===== src/hdl/abd_pkg.sv =====
// Shared types and constants for the anchor box decode and class argmax block.
package abd_pkg;

	localparam int MAX_CLASSES = 128;
	localparam int GRID_BITS = 8;
	localparam int POS_W = 7;
	localparam int SCORE_W = 16;
	localparam int COORD_W = 19;
	localparam int SIZE_W = 18;
	localparam int CTR_W = GRID_BITS + 17;
	localparam int C35_W = CTR_W + 26;
	localparam int PROD_W = 48;
	localparam int SUM_W = ((C35_W > PROD_W + 2) ? C35_W : PROD_W + 2) + 2;
	localparam int IN_DATA_W = 152;
	localparam int OUT_DATA_W = 168;
	localparam int CFG_ADDR_W = 3;
	localparam int CFG_DATA_W = 32;

	localparam logic [15:0] THRESHOLD_RESET = 16'd16384;
	localparam logic [7:0] NUM_CLASSES_RESET = 8'd80;

	typedef enum logic {
		REG_THRESHOLD = 1'b0,
		REG_NUM_CLASSES = 1'b1
	} reg_sel_t;

	typedef enum logic [2:0] {
		ST_COLLECT,
		ST_SQUARE,
		ST_SCALE,
		ST_SUM,
		ST_LOAD
	} state_t;

	typedef struct packed {
		logic step;
		logic capture;
		logic square;
		logic scale;
		logic sum;
		logic load;
	} dp_cmd_t;

	typedef struct packed {
		logic last;
		logic pass;
	} dp_stat_t;

	typedef struct packed {
		logic [5:0] pad;
		logic [15:0] anchor_h;
		logic [15:0] anchor_w;
		logic [1:0] level;
		logic [7:0] grid_row;
		logic [7:0] grid_col;
		logic [15:0] class_score;
		logic [15:0] objectness;
		logic [15:0] th;
		logic [15:0] tw;
		logic [15:0] ty;
		logic [15:0] tx;
	} in_item_t;

	typedef struct packed {
		logic pad;
		logic [POS_W-1:0] class_index;
		logic [SCORE_W-1:0] best_score;
		logic [SCORE_W-1:0] confidence;
		logic [SCORE_W-1:0] box_objectness;
		logic [SIZE_W-1:0] box_height;
		logic [SIZE_W-1:0] box_width;
		logic [COORD_W-1:0] bottom;
		logic [COORD_W-1:0] right;
		logic [COORD_W-1:0] top;
		logic [COORD_W-1:0] left;
	} out_item_t;

endpackage


===== src/hdl/abd_ctrl.sv =====
// Controller state machine that sequences the argmax update and the box decode steps.
module abd_ctrl
	import abd_pkg::*;
(
	input  logic     clk,
	input  logic     arst_n,
	input  logic     s_tvalid,
	output logic     s_tready,
	output logic     m_tvalid,
	input  logic     m_tready,
	input  dp_stat_t stat,
	output dp_cmd_t  cmd
);

	state_t state_q;
	state_t state_d;
	logic m_valid_q;

	always_ff @(posedge clk or negedge arst_n) begin
		if (!arst_n) begin
			state_q <= ST_COLLECT;
		end else begin
			state_q <= state_d;
		end
	end

	always_comb begin
		state_d = state_q;
		cmd = '0;
		s_tready = (state_q == ST_COLLECT);
		case (state_q)
			ST_COLLECT: begin
				if (s_tvalid) begin
					cmd.step = 1'b1;
					if (stat.last && stat.pass) begin
						cmd.capture = 1'b1;
						state_d = ST_SQUARE;
					end
				end
			end
			ST_SQUARE: begin
				cmd.square = 1'b1;
				state_d = ST_SCALE;
			end
			ST_SCALE: begin
				cmd.scale = 1'b1;
				state_d = ST_SUM;
			end
			ST_SUM: begin
				cmd.sum = 1'b1;
				state_d = ST_LOAD;
			end
			ST_LOAD: begin
				if (!m_valid_q || m_tready) begin
					cmd.load = 1'b1;
					state_d = ST_COLLECT;
				end
			end
			default: begin
				state_d = ST_COLLECT;
			end
		endcase
	end

	always_ff @(posedge clk or negedge arst_n) begin
		if (!arst_n) begin
			m_valid_q <= 1'b0;
		end else if (cmd.load) begin
			m_valid_q <= 1'b1;
		end else if (m_tready) begin
			m_valid_q <= 1'b0;
		end
	end

	assign m_tvalid = m_valid_q;

`ifndef SYNTHESIS
	a_valid_from_load: assert property (@(posedge clk) disable iff (!arst_n)
		$rose(m_valid_q) |-> $past(state_q == ST_LOAD))
		else $error("result became valid without a load");

	a_decode_from_request: assert property (@(posedge clk) disable iff (!arst_n)
		(state_q == ST_SQUARE) |-> $past(s_tvalid && (state_q == ST_COLLECT)))
		else $error("decode started without an accepted request");

	a_no_overwrite: assert property (@(posedge clk) disable iff (!arst_n)
		(state_q == ST_LOAD && m_valid_q && !m_tready) |=> (state_q == ST_LOAD))
		else $error("pending result would be overwritten");
`endif

endmodule


===== config.mk =====
export PLATFORM = sky130hd
export DESIGN_NAME = abd_ctrl
export DESIGN_NICKNAME = d
export VERILOG_FILES = /design/src/hdl/abd_pkg.sv /design/src/hdl/abd_ctrl.sv
export SDC_FILE = /design/constraint.sdc
export NUM_CORES = 1
export LEC_CHECK = 0
export BUFFER_PORTS_ARGS = -buffer_cell sky130_fd_sc_hd__clkbuf_2
export CAP_MARGIN = 10
export CORE_AREA = 10 10 47 49
export CTS_BUF_LIST = sky130_fd_sc_hd__clkbuf_2
export DETAILED_ROUTE_END_ITERATION = 10
export DIE_AREA = 0 0 57 59
export GPL_TIMING_DRIVEN = 0
export PLACE_DENSITY = 0.43
export SYNTH_ARGS = -nofsm -noshare
export SYNTH_HDL_FRONTEND = slang
export SYNTH_SLANG_ARGS = --single-unit

===== constraint.sdc =====
create_clock -name clk -period 1.8 [get_ports clk]
set_input_delay 0.09 -clock clk [delete_from_list [all_inputs] [get_ports clk]]
set_output_delay 0.09 -clock clk [all_outputs]
set_load 0.02 [all_outputs]

==> metrics <==
RSZ-0062 raised after global routing false; DRC violations left 0; Starting DRT DRC Count 1; FF+latch count, synth 4; Synth area leaders dfrtp_1, nor3b_1, o21bai_2, or3b_4, nor3_1; Root Driver clkbuf_2; Synth Area in XOR/XNOR 4.05%; VDD IR max 0.645 mV; Placer Congestion 0.637; Rel. slew slack 81.3%; crit share post-route 81.0%; first-pass GRT wire length 1.02 mm; crit path launch type register; Adder-Cell Fraction of Synth Area 0%; Area Growth Syn to Fin 50.9%; Cell variety after synth 15; drt wl/cell 10.9 µm; pin count of the biggest net entering global routing 8; grt ovf 0; H-tree depth 1; DP Wirelength 487 µm; leading area contributor after synthesis dfrtp_1; fmax 0.686 GHz; postcts setup bufs 0; Non-Filler Instances 53; maximum clock path buffer count 2; vias in the first global route 249; status completed; Post-DP Area 302 µm²; vias per inst 3.87; initial core utilization 15.4%; Synth Area in Compound Gates 8.09%; pwr/cell area 1740 nW/µm²; largest family of logic cells by synthesized area simple AND/OR/NAND/NOR gates; DR pass1 iterations 2; Cells after DPL 49; final net count 45; register area share after synthesis 46.2%; area of the multi-input gates 109 µm²; Sequential Area 100 µm²; Leak 0.000177 µW; Fillers 165; WP data required 1.71 ns; io pins 14; top cell type's share of synthesized area 46.2%; Mean Syn Cell Area 10.8 µm²; die height 59 µm; Final Core Density 23.3%; Setup CP Type register to primary output; final instance area 327 µm²; multiplexer share of the synthesized area 0%; final hold vios 0; routed wire length 578 µm; CTS tree done; Post-Syn Nets 26; Clk Latency, worst-skew pair 0.20 ns; Final Skew 0.000921 ns; Reg clk slew, reported paths 0.04 ns; die span in x 57 µm; Max-Cap Viols 0; clk sinks 4; Synth Area in Simple Gates 38.2%; Post-Syn Area 216 µm²; Vias 205; post-route ant nets 0; die area 3360 µm²; antenna violations before repair 0; GRT Util Overall 4.16%; Setup violations, final 0; share of layout cells above drive strength 1 54.1%; Tightest Pin Transition 0.278 ns; CP max FO 7; crit path time final 1.46 ns; Synth Warn # 0; Core Region 1400 µm²; Cells after Synth 20; Core Rows 14; cts bufs inserted 3; Post-Route Setup TNS 0 ns; port bufs 13; Critical Path Sink Type primary output; Diodes inserted 0; Max Slew Vio Count 0; CP arrival 1.37 ns; Hold Path Class input port to register
worst max-delay path: stages (launching register included):
cell and delay (ns):
dfrtp_1 0.44, or3b_4 0.45, nor2b_2 0.11, clkbuf_2 0.17
what timing repair did:
| action | 4_1_cts | 5_1_grt |
|---|---|---|
| hold buffers | 1 | 0 |
| gates resized for setup | 0 | 0 |
| hold endpoints to repair | 4 | 0 |
cell usage after synthesis:
| cell | count |
|---|---|
| xnor2_1 | 1 |
| and2_1 | 1 |
| nand2b_1 | 1 |
| nor2b_2 | 1 |
| nor3_1 | 2 |
| dfrtp_1 | 4 |
| and3b_1 | 1 |
| nand2_1 | 1 |
| a31oi_1 | 1 |
| or3b_4 | 1 |
| nor3b_1 | 2 |
| buf_4 | 1 |
| and4_1 | 1 |
| nor2_1 | 1 |
| o21bai_2 | 1 |
final cells by class:
cell class / count / share of cell area [%]
plain buffers: 1 / 2.30
clock buffers: 3 / 4.60
multi-input cells: 15 / 33.3
flip-flops and latches: 4 / 30.7
well taps: 16 / 6.13
repair buffers: 14 / 23.0
layout by cell type (no fill, tap or decap):
master	synthesis	layout
dlygate4sd3_1	0	1
buf_4	1	1
a31oi_1	1	1
nand2b_1	1	1
dfrtp_1	4	4
xnor2_1	1	1
and2_1	1	1
and4_1	1	1
and3b_1	1	1
o21bai_2	1	1
nor2b_2	1	1
nor2_1	1	1
nor3b_1	2	2
nor3_1	2	2
nand2_1	1	1
clkbuf_2	0	16
or3b_4	1	1
sequential cells by signal, indices dropped and copies added (netlist names):
name / cells
m_tvalid: 1
state_q: 3
layer usage:
metal / track usage [%] / share of wire, % / vias up
li1: - / - / 106
met1: 4.78 / 52 / 85
met2: 3.88 / 33 / 14
met3: 3.43 / 14 / 0
met4: 5.03 / 0 / 0
met5: 0 / 0 / -
stage by stage:
stage	hold WS (ns)	power [µW]	worst slack [ns]
final	0.192	568	0.342
after global routing	0.198	621	0.243
after CTS	0.169	582	0.305
after detailed placement	-0.0986	494	0.540
after global placement	-0.0957	493	0.554
after floorplan	-0.206	390	0.307
kinds of logic (layout without fill, tap and decap cells):
family / count (synthesis) / in the layout
AOI/OAI and AO/OA: 2 / 2
buffers and inverters: 1 / 18
xor gates and xnor gates: 1 / 1
DFF: 4 / 4
and+or+nand+nor: 12 / 12
worst paths after layout:
check	startpoint	endpoint	slack, ns	depth (start not counted)
max in group asynchronous	arst_n	m_tvalid	1.45	2
setup reg to reg	state_q[0]	state_q[2]	0.72	2
min in group asynchronous	arst_n	state_q[1]	0.23	2
hold / removal	stat[0]	state_q[0]	0.19	3
setup / recovery	state_q[0]	cmd[0]	0.34	3
hold reg to reg	m_tvalid	m_tvalid	0.54	2
where the power goes:
part	total (µW)	internal, µW	switching, µW
Combinational	301	132	170
Sequential	187	129	58.1
Clock	78.6	44.8	33.8
Total	568	306	262
No activity file was read; power rests on OpenSTA's default activity.
