### config.mk
export PLATFORM = sky130hd
export DESIGN_NAME = abd_datapath
export DESIGN_NICKNAME = d
export VERILOG_FILES = /design/src/hdl/abd_pkg.sv /design/src/hdl/abd_datapath.sv
export SDC_FILE = /design/constraint.sdc
export NUM_CORES = 2
export LEC_CHECK = 0
export BUFFER_PORTS_ARGS = -buffer_cell sky130_fd_sc_hd__buf_2
export CORE_MARGIN = 10
export CORE_UTILIZATION = 50
export CTS_BUF_LIST = sky130_fd_sc_hd__clkbuf_4 sky130_fd_sc_hd__clkbuf_8
export DETAILED_ROUTE_END_ITERATION = 7
export GPL_TIMING_DRIVEN = 1
export HOLD_SLACK_MARGIN = 0.08
export PLACE_DENSITY = 0.66
export REMOVE_ABC_BUFFERS = 1
export SYNTH_ARGS = -nofsm -noshare
export SYNTH_HDL_FRONTEND = slang
export SYNTH_SLANG_ARGS = --single-unit
export TNS_END_PERCENT = 1
### constraint.sdc
create_clock -name clk -period 10.8 [get_ports clk]
set_input_delay 0.54 -clock clk [delete_from_list [all_inputs] [get_ports clk]]
set_output_delay 0.54 -clock clk [all_outputs]
set_load 0.1 [all_outputs]
### src/hdl/abd_pkg.sv
// Shared types and constants for the anchor box decode and class argmax block.
package abd_pkg;

	localparam int MAX_CLASSES = 128;
	localparam int GRID_BITS = 8;
	localparam int POS_W = 7;
	localparam int SCORE_W = 16;
	localparam int COORD_W = 19;
	localparam int SIZE_W = 18;
	localparam int CTR_W = GRID_BITS + 17;
	localparam int C35_W = CTR_W + 26;
	localparam int PROD_W = 48;
	localparam int SUM_W = ((C35_W > PROD_W + 2) ? C35_W : PROD_W + 2) + 2;
	localparam int IN_DATA_W = 152;
	localparam int OUT_DATA_W = 168;
	localparam int CFG_ADDR_W = 3;
	localparam int CFG_DATA_W = 32;

	localparam logic [15:0] THRESHOLD_RESET = 16'd16384;
	localparam logic [7:0] NUM_CLASSES_RESET = 8'd80;

	typedef enum logic {
		REG_THRESHOLD = 1'b0,
		REG_NUM_CLASSES = 1'b1
	} reg_sel_t;

	typedef enum logic [2:0] {
		ST_COLLECT,
		ST_SQUARE,
		ST_SCALE,
		ST_SUM,
		ST_LOAD
	} state_t;

	typedef struct packed {
		logic step;
		logic capture;
		logic square;
		logic scale;
		logic sum;
		logic load;
	} dp_cmd_t;

	typedef struct packed {
		logic last;
		logic pass;
	} dp_stat_t;

	typedef struct packed {
		logic [5:0] pad;
		logic [15:0] anchor_h;
		logic [15:0] anchor_w;
		logic [1:0] level;
		logic [7:0] grid_row;
		logic [7:0] grid_col;
		logic [15:0] class_score;
		logic [15:0] objectness;
		logic [15:0] th;
		logic [15:0] tw;
		logic [15:0] ty;
		logic [15:0] tx;
	} in_item_t;

	typedef struct packed {
		logic pad;
		logic [POS_W-1:0] class_index;
		logic [SCORE_W-1:0] best_score;
		logic [SCORE_W-1:0] confidence;
		logic [SCORE_W-1:0] box_objectness;
		logic [SIZE_W-1:0] box_height;
		logic [SIZE_W-1:0] box_width;
		logic [COORD_W-1:0] bottom;
		logic [COORD_W-1:0] right;
		logic [COORD_W-1:0] top;
		logic [COORD_W-1:0] left;
	} out_item_t;

endpackage

### src/hdl/abd_datapath.sv
// Datapath with the running class argmax, the box decode arithmetic and the result register.
module abd_datapath
	import abd_pkg::*;
(
	input  logic        clk,
	input  logic        arst_n,
	input  dp_cmd_t     cmd,
	output dp_stat_t    stat,
	input  in_item_t    item,
	input  logic [15:0] threshold,
	input  logic [7:0]  num_classes,
	output out_item_t   result
);

	localparam logic [CTR_W-1:0] HALF_Q15 = CTR_W'(16384);
	localparam logic [SUM_W-1:0] ROUND_BIAS = SUM_W'(64'd1 << 30);
	localparam logic [PROD_W:0] SIZE_BIAS = (PROD_W + 1)'(64'd1 << 28);
	localparam logic signed [SUM_W-32:0] Q_MAX = (SUM_W - 31)'(262143);
	localparam logic signed [SUM_W-32:0] Q_MIN = (SUM_W - 31)'(-262144);
	localparam logic [COORD_W-1:0] COORD_MAX = COORD_W'(262143);
	localparam logic [COORD_W-1:0] COORD_MIN = COORD_W'(-262144);
	localparam logic [SIZE_W-1:0] SIZE_MAX = '1;

	function automatic logic [POS_W:0] clamp_classes(input logic [7:0] v);
		if (v == 8'd0) begin
			return (POS_W + 1)'(1);
		end else if (int'(v) > MAX_CLASSES) begin
			return (POS_W + 1)'(MAX_CLASSES);
		end
		return v[POS_W:0];
	endfunction

	function automatic logic [COORD_W-1:0] sat_coord(input logic [SUM_W-1:0] s);
		logic signed [SUM_W-32:0] q;
		q = s[SUM_W-1:31];
		if (q > Q_MAX) begin
			return COORD_MAX;
		end else if (q < Q_MIN) begin
			return COORD_MIN;
		end
		return q[COORD_W-1:0];
	endfunction

	logic [POS_W-1:0] pos_q;
	logic [SCORE_W-1:0] best_q;
	logic [POS_W-1:0] best_idx_q;
	logic [SCORE_W-1:0] best_d;
	logic [POS_W-1:0] best_idx_d;
	logic [POS_W:0] class_count;
	logic last;

	logic [15:0] tx_q, ty_q, tw_q, th_q, obj_q, aw_q, ah_q;
	logic [GRID_BITS-1:0] gcol_q, grow_q;
	logic [1:0] level_q;

	logic [31:0] sqw_s1, sqh_s1, conf_prod_s1;
	logic [CTR_W-1:0] cx15_s1, cy15_s1;

	logic [PROD_W-1:0] w_s2, h_s2;
	logic signed [C35_W-1:0] cx35_s2, cy35_s2;
	logic [SCORE_W-1:0] conf_s2;
	logic [32:0] conf_round;
	logic [17:0] conf_shift;
	logic [4:0] shift_amt;

	logic [SUM_W-1:0] lsum_s3, rsum_s3, tsum_s3, bsum_s3;
	logic [PROD_W-PROD_W+19:0] wq_s3, hq_s3;
	logic [PROD_W:0] w_round, h_round;
	logic [SUM_W-1:0] cx_ext, cy_ext, half_w, half_h;

	out_item_t res_q;

	always_comb begin
		class_count = clamp_classes(num_classes);
		best_d = best_q;
		best_idx_d = best_idx_q;
		if (pos_q == '0) begin
			best_d = item.class_score;
			best_idx_d = '0;
		end else if (item.class_score > best_q) begin
			best_d = item.class_score;
			best_idx_d = pos_q;
		end
		last = (({1'b0, pos_q} + (POS_W + 1)'(1)) >= class_count);
		stat.last = last;
		stat.pass = (item.objectness >= threshold);
	end

	always_ff @(posedge clk or negedge arst_n) begin
		if (!arst_n) begin
			pos_q <= '0;
			best_q <= '0;
			best_idx_q <= '0;
		end else if (cmd.step) begin
			best_q <= best_d;
			best_idx_q <= best_idx_d;
			pos_q <= last ? '0 : pos_q + POS_W'(1);
		end
	end

	always_ff @(posedge clk) begin
		if (cmd.capture) begin
			tx_q <= item.tx;
			ty_q <= item.ty;
			tw_q <= item.tw;
			th_q <= item.th;
			obj_q <= item.objectness;
			aw_q <= item.anchor_w;
			ah_q <= item.anchor_h;
			gcol_q <= GRID_BITS'(item.grid_col);
			grow_q <= GRID_BITS'(item.grid_row);
			level_q <= item.level;
		end
	end

	always_ff @(posedge clk) begin
		if (cmd.square) begin
			sqw_s1 <= 32'(tw_q) * 32'(tw_q);
			sqh_s1 <= 32'(th_q) * 32'(th_q);
			conf_prod_s1 <= 32'(obj_q) * 32'(best_q);
			cx15_s1 <= CTR_W'({gcol_q, 15'd0}) + CTR_W'({tx_q, 1'b0}) - HALF_Q15;
			cy15_s1 <= CTR_W'({grow_q, 15'd0}) + CTR_W'({ty_q, 1'b0}) - HALF_Q15;
		end
	end

	always_comb begin
		shift_amt = 5'd23 + 5'(level_q);
		conf_round = 33'(conf_prod_s1) + 33'd16384;
		conf_shift = conf_round[32:15];
	end

	always_ff @(posedge clk) begin
		if (cmd.scale) begin
			w_s2 <= PROD_W'(sqw_s1) * PROD_W'(aw_q);
			h_s2 <= PROD_W'(sqh_s1) * PROD_W'(ah_q);
			cx35_s2 <= C35_W'($signed(cx15_s1)) <<< shift_amt;
			cy35_s2 <= C35_W'($signed(cy15_s1)) <<< shift_amt;
			conf_s2 <= (conf_shift > 18'd65535) ? '1 : conf_shift[SCORE_W-1:0];
		end
	end

	always_comb begin
		cx_ext = SUM_W'(cx35_s2);
		cy_ext = SUM_W'(cy35_s2);
		half_w = SUM_W'({w_s2, 1'b0});
		half_h = SUM_W'({h_s2, 1'b0});
		w_round = (PROD_W + 1)'(w_s2) + SIZE_BIAS;
		h_round = (PROD_W + 1)'(h_s2) + SIZE_BIAS;
	end

	always_ff @(posedge clk) begin
		if (cmd.sum) begin
			lsum_s3 <= cx_ext - half_w + ROUND_BIAS;
			rsum_s3 <= cx_ext + half_w + ROUND_BIAS;
			tsum_s3 <= cy_ext - half_h + ROUND_BIAS;
			bsum_s3 <= cy_ext + half_h + ROUND_BIAS;
			wq_s3 <= w_round[PROD_W:29];
			hq_s3 <= h_round[PROD_W:29];
		end
	end

	always_ff @(posedge clk) begin
		if (cmd.load) begin
			res_q.pad <= 1'b0;
			res_q.left <= sat_coord(lsum_s3);
			res_q.right <= sat_coord(rsum_s3);
			res_q.top <= sat_coord(tsum_s3);
			res_q.bottom <= sat_coord(bsum_s3);
			res_q.box_width <= (wq_s3 > 20'(SIZE_MAX)) ? SIZE_MAX : wq_s3[SIZE_W-1:0];
			res_q.box_height <= (hq_s3 > 20'(SIZE_MAX)) ? SIZE_MAX : hq_s3[SIZE_W-1:0];
			res_q.box_objectness <= obj_q;
			res_q.confidence <= conf_s2;
			res_q.best_score <= best_q;
			res_q.class_index <= best_idx_q;
		end
	end

	assign result = res_q;

`ifndef SYNTHESIS
	a_left_le_right: assert property (@(posedge clk) disable iff (!arst_n)
		cmd.load |=> ($signed(res_q.left) <= $signed(res_q.right)))
		else $error("decoded left edge lies right of the right edge");

	a_top_le_bottom: assert property (@(posedge clk) disable iff (!arst_n)
		cmd.load |=> ($signed(res_q.top) <= $signed(res_q.bottom)))
		else $error("decoded top edge lies below the bottom edge");

	a_best_never_drops: assert property (@(posedge clk) disable iff (!arst_n)
		(cmd.step && (pos_q != '0)) |=> (best_q >= $past(best_q)))
		else $error("running best score dropped within a cell");
`endif

endmodule
==> results.json <==
{
  "status": "completed",
  "h-tree-depth": 4,
  "clock_latency_ns": 0.93,
  "die_h_um": 440.7,
  "crit_required_ns": 11.43,
  "cpMaxStageDelayCell": "dfrtp_1",
  "synth_cell_type_count": 88,
  "synthTopCellsByArea": "fa_1, edfxtp_1, ha_1",
  "end_kind": "flip-flop",
  "hpwl_um": 166200,
  "crit_chain": "nand2_1 > fa_1 > inv_1 > fa_1 > inv_1 > fa_1 > fa_1 > inv_1 > fa_1 > fa_1 > ha_1 > a21o_1 > a211oi_1 > o31ai_1 > o41ai_1 > a211oi_1 > a21oi_1 > o2111ai_1 > a21oi_1 > xnor2_1",
  "synth_top_area_share_pct": 30.20,
  "hold_viol": 0,
  "clock-skew-final_ns": 0.06757,
  "ys.flop_type": "edfxtp_1",
  "synth_most_common_cell": "inv_1",
  "fin_util_pct": 55.19,
  "track_usage_pct": 22.63,
  "slew_headroom_pct": 19.62,
  "yosysTopAreaCell": "fa_1",
  "min_path_type": "primary input to async pin",
  "synth_edf_count": 733,
  "cts_tree": "done",
  "critPathTopFamily": "adder cells",
  "setup_violations": 0,
  "io_pins": 354,
  "clkTransAtPathRegs_ns": 0.06,
  "clock_sinks": 763,
  "routedWlPerCell_um": 19.05,
  "slew_viol_final": 0,
  "antenna_found_initial": 8,
  "detail_route.first_pass.iterations": 5,
  "cp_num_buf_inv": 3,
  "routed_via_density": 5.300,
  "ant_nets": 0,
  "fin_crit_ns": 7.460,
  "fmax_mhz": 134.0,
  "start_util_pct": 50.25,
  "drtIter0Drc": 3559,
  "layout-drive-gt1-share_pct": 8.215,
  "port_buffers": 346,
  "rows": 154,
  "coreArea_mm2": 0.1761,
  "die_area_mm2": 0.1942,
  "syn_avg_cell_area_um2": 10.33,
  "worstMarginPinSlew_ns": 1.201,
  "final_nets": 11380,
  "syn_area_mm2": 0.08850,
  "drt_wl_total_um": 218200,
  "cp_common_cell": "fa_1",
  "synth-async-reset-ratio_pct": 3.932,
  "crit_fanout": 19,
  "cap_violations": 0,
  "netlist_instances": 8568,
  "grt_pass1_wl_um": 349700,
  "grt_max_degree": 108,
  "yosysSeqAreaShare_pct": 25.72,
  "crit_path_start_kind": "flip-flop",
  "yosysWarnings": 0,
  "critPathArrivalTime_ns": 8.09,
  "rsz0062_at_grt": "no",
  "postCtsSetupRepairBufs": 0,
  "numCtsBuffers": 144,
  "syn2layout_area_growth_pct": 9.823,
  "path_class": "flip-flop to flip-flop",
  "die_w_um": 440.7,
  "ys_seq_elements": 763,
  "tns_ns": 0,
  "critical-path-max-stage-delay_ns": 0.86,
  "fin_crit_sh_pct": 69.08,
  "synth_common_cells": "inv_1, fa_1, nand2_1",
  "drc_errors": 0,
  "clock_tree.buffer_depth": 3,
  "num_vias": 60730,
  "cts_root_buffer": "clkbuf_8",
  "gp_congestion": 0.8988,
  "grt_pass1_vias": 65980,
  "grt_overflow": 0
}
==> final timing paths <==
check / start / cells after the start / end / slack [ns]
worst max-delay path: best_q[2] / 20 / conf_prod_s1[31] / 3.34
worst min-delay path: arst_n / 2 / best_q[15] / 0.24
worst max register to register: best_q[2] / 20 / conf_prod_s1[31] / 3.34
worst min register to register: tx_q[12] / 0 / cx15_s1[13] / 0.38
max in group asynchronous: arst_n / 2 / best_q[8] / 10.11
min in group clk: cmd[3] / 1 / cy15_s1[3] / 0.24
==> kinds of logic after synthesis <==
logic type               Yosys count  share of synthesized area, %
other                              1                      0.004237
adder cells (fa/ha/maj)         2205                         42.50
XOR/XNOR                         295                         2.919
flip-flops                       763                         25.72
AO/OA/AOI/OAI                    848                         6.317
multiplexers                      94                         1.313
buffers and inverters           2122                         9.010
AND/OR/NAND/NOR                 2240                         12.22
==> state kept, by name, summed over array words and instances, names as in the netlist, 18 cells and up <==
| signal | cells |
|---|---|
| result | 167 |
| h_s2 | 48 |
| w_s2 | 48 |
| cx35_s2 | 34 |
| cy35_s2 | 34 |
| sqh_s1 | 31 |
| sqw_s1 | 31 |
| cx15_s1 | 24 |
| cy15_s1 | 24 |
| bsum_s3 | 22 |
| lsum_s3 | 22 |
| rsum_s3 | 22 |
| tsum_s3 | 22 |
| hq_s3 | 20 |
| wq_s3 | 20 |
| conf_prod_s1 | 18 |
==> what timing repair did <==
item | 4_1_cts | 5_1_grt
gates resized for setup | 0 | 0
endpoints found under the hold margin | 288 | 0
hold buffers | 150 | 0
==> routing by layer <==
| metal | vias up | wire, um | track usage (%) |
|---|---|---|---|
| met5 | - | 0 | 0 |
| met4 | 0 | 9073 | 9.092 |
| met3 | 487 | 13540 | 3.757 |
| met2 | 2009 | 108800 | 39.59 |
| met1 | 30450 | 86800 | 27.81 |
| li1 | 27790 | - | - |
==> cells in the final DEF (no fill, tap or decap), types with 30 or more instances in the layout <==
master | netlist | routed
a211oi_1 | 31 | 31
a21o_1 | 213 | 213
a21oi_1 | 230 | 230
and2_1 | 629 | 629
buf_2 | 1 | 341
buf_4 | 2 | 61
clkbuf_8 | 0 | 147
clkinv_1 | 0 | 33
dfrtp_1 | 30 | 30
dlygate4sd3_1 | 0 | 150
edfxtp_1 | 733 | 733
fa_1 | 1335 | 1335
ha_1 | 870 | 869
inv_1 | 1828 | 1828
mux2_2 | 57 | 57
nand2_1 | 1029 | 1029
nand2b_1 | 30 | 30
nand3_1 | 70 | 70
nand4_1 | 37 | 37
nor2_1 | 219 | 217
nor2b_1 | 33 | 33
nor3_1 | 63 | 63
o21a_1 | 31 | 31
o21ai_0 | 137 | 137
o21bai_1 | 41 | 41
or3_1 | 48 | 48
xnor2_1 | 208 | 208
xor2_1 | 87 | 87
==> area by class of cell <==
type | instances | area [um^2]
Multi-Input combinational cell | 5691 | 57800
Clock inverter | 93 | 880.8
Clock buffer | 171 | 2197
Antenna cell | 12 | 30.03
Timing Repair Buffer | 557 | 3725
Sequential cell | 763 | 22760
Inverter | 1830 | 6869
Tap cell | 2340 | 2928
Fill cell | 15310 | 78920
==> stage by stage <==
step                      area (um^2)  hold WS [ns]  std cells  setup WS (ns)
after floorplan                 87430        0.2444       8284          4.264
after global placement          92590        0.4019      11030          3.427
final                           97190        0.2352      11460          3.340
after detailed placement        92590        0.4062      11030          3.377
after global routing            97180        0.1943      11450          2.980
after CTS                       97160        0.1448      11450          3.324
Power is not shown: default switching activity piles up to over one toggle a cycle in this logic, so the estimate is an artifact.
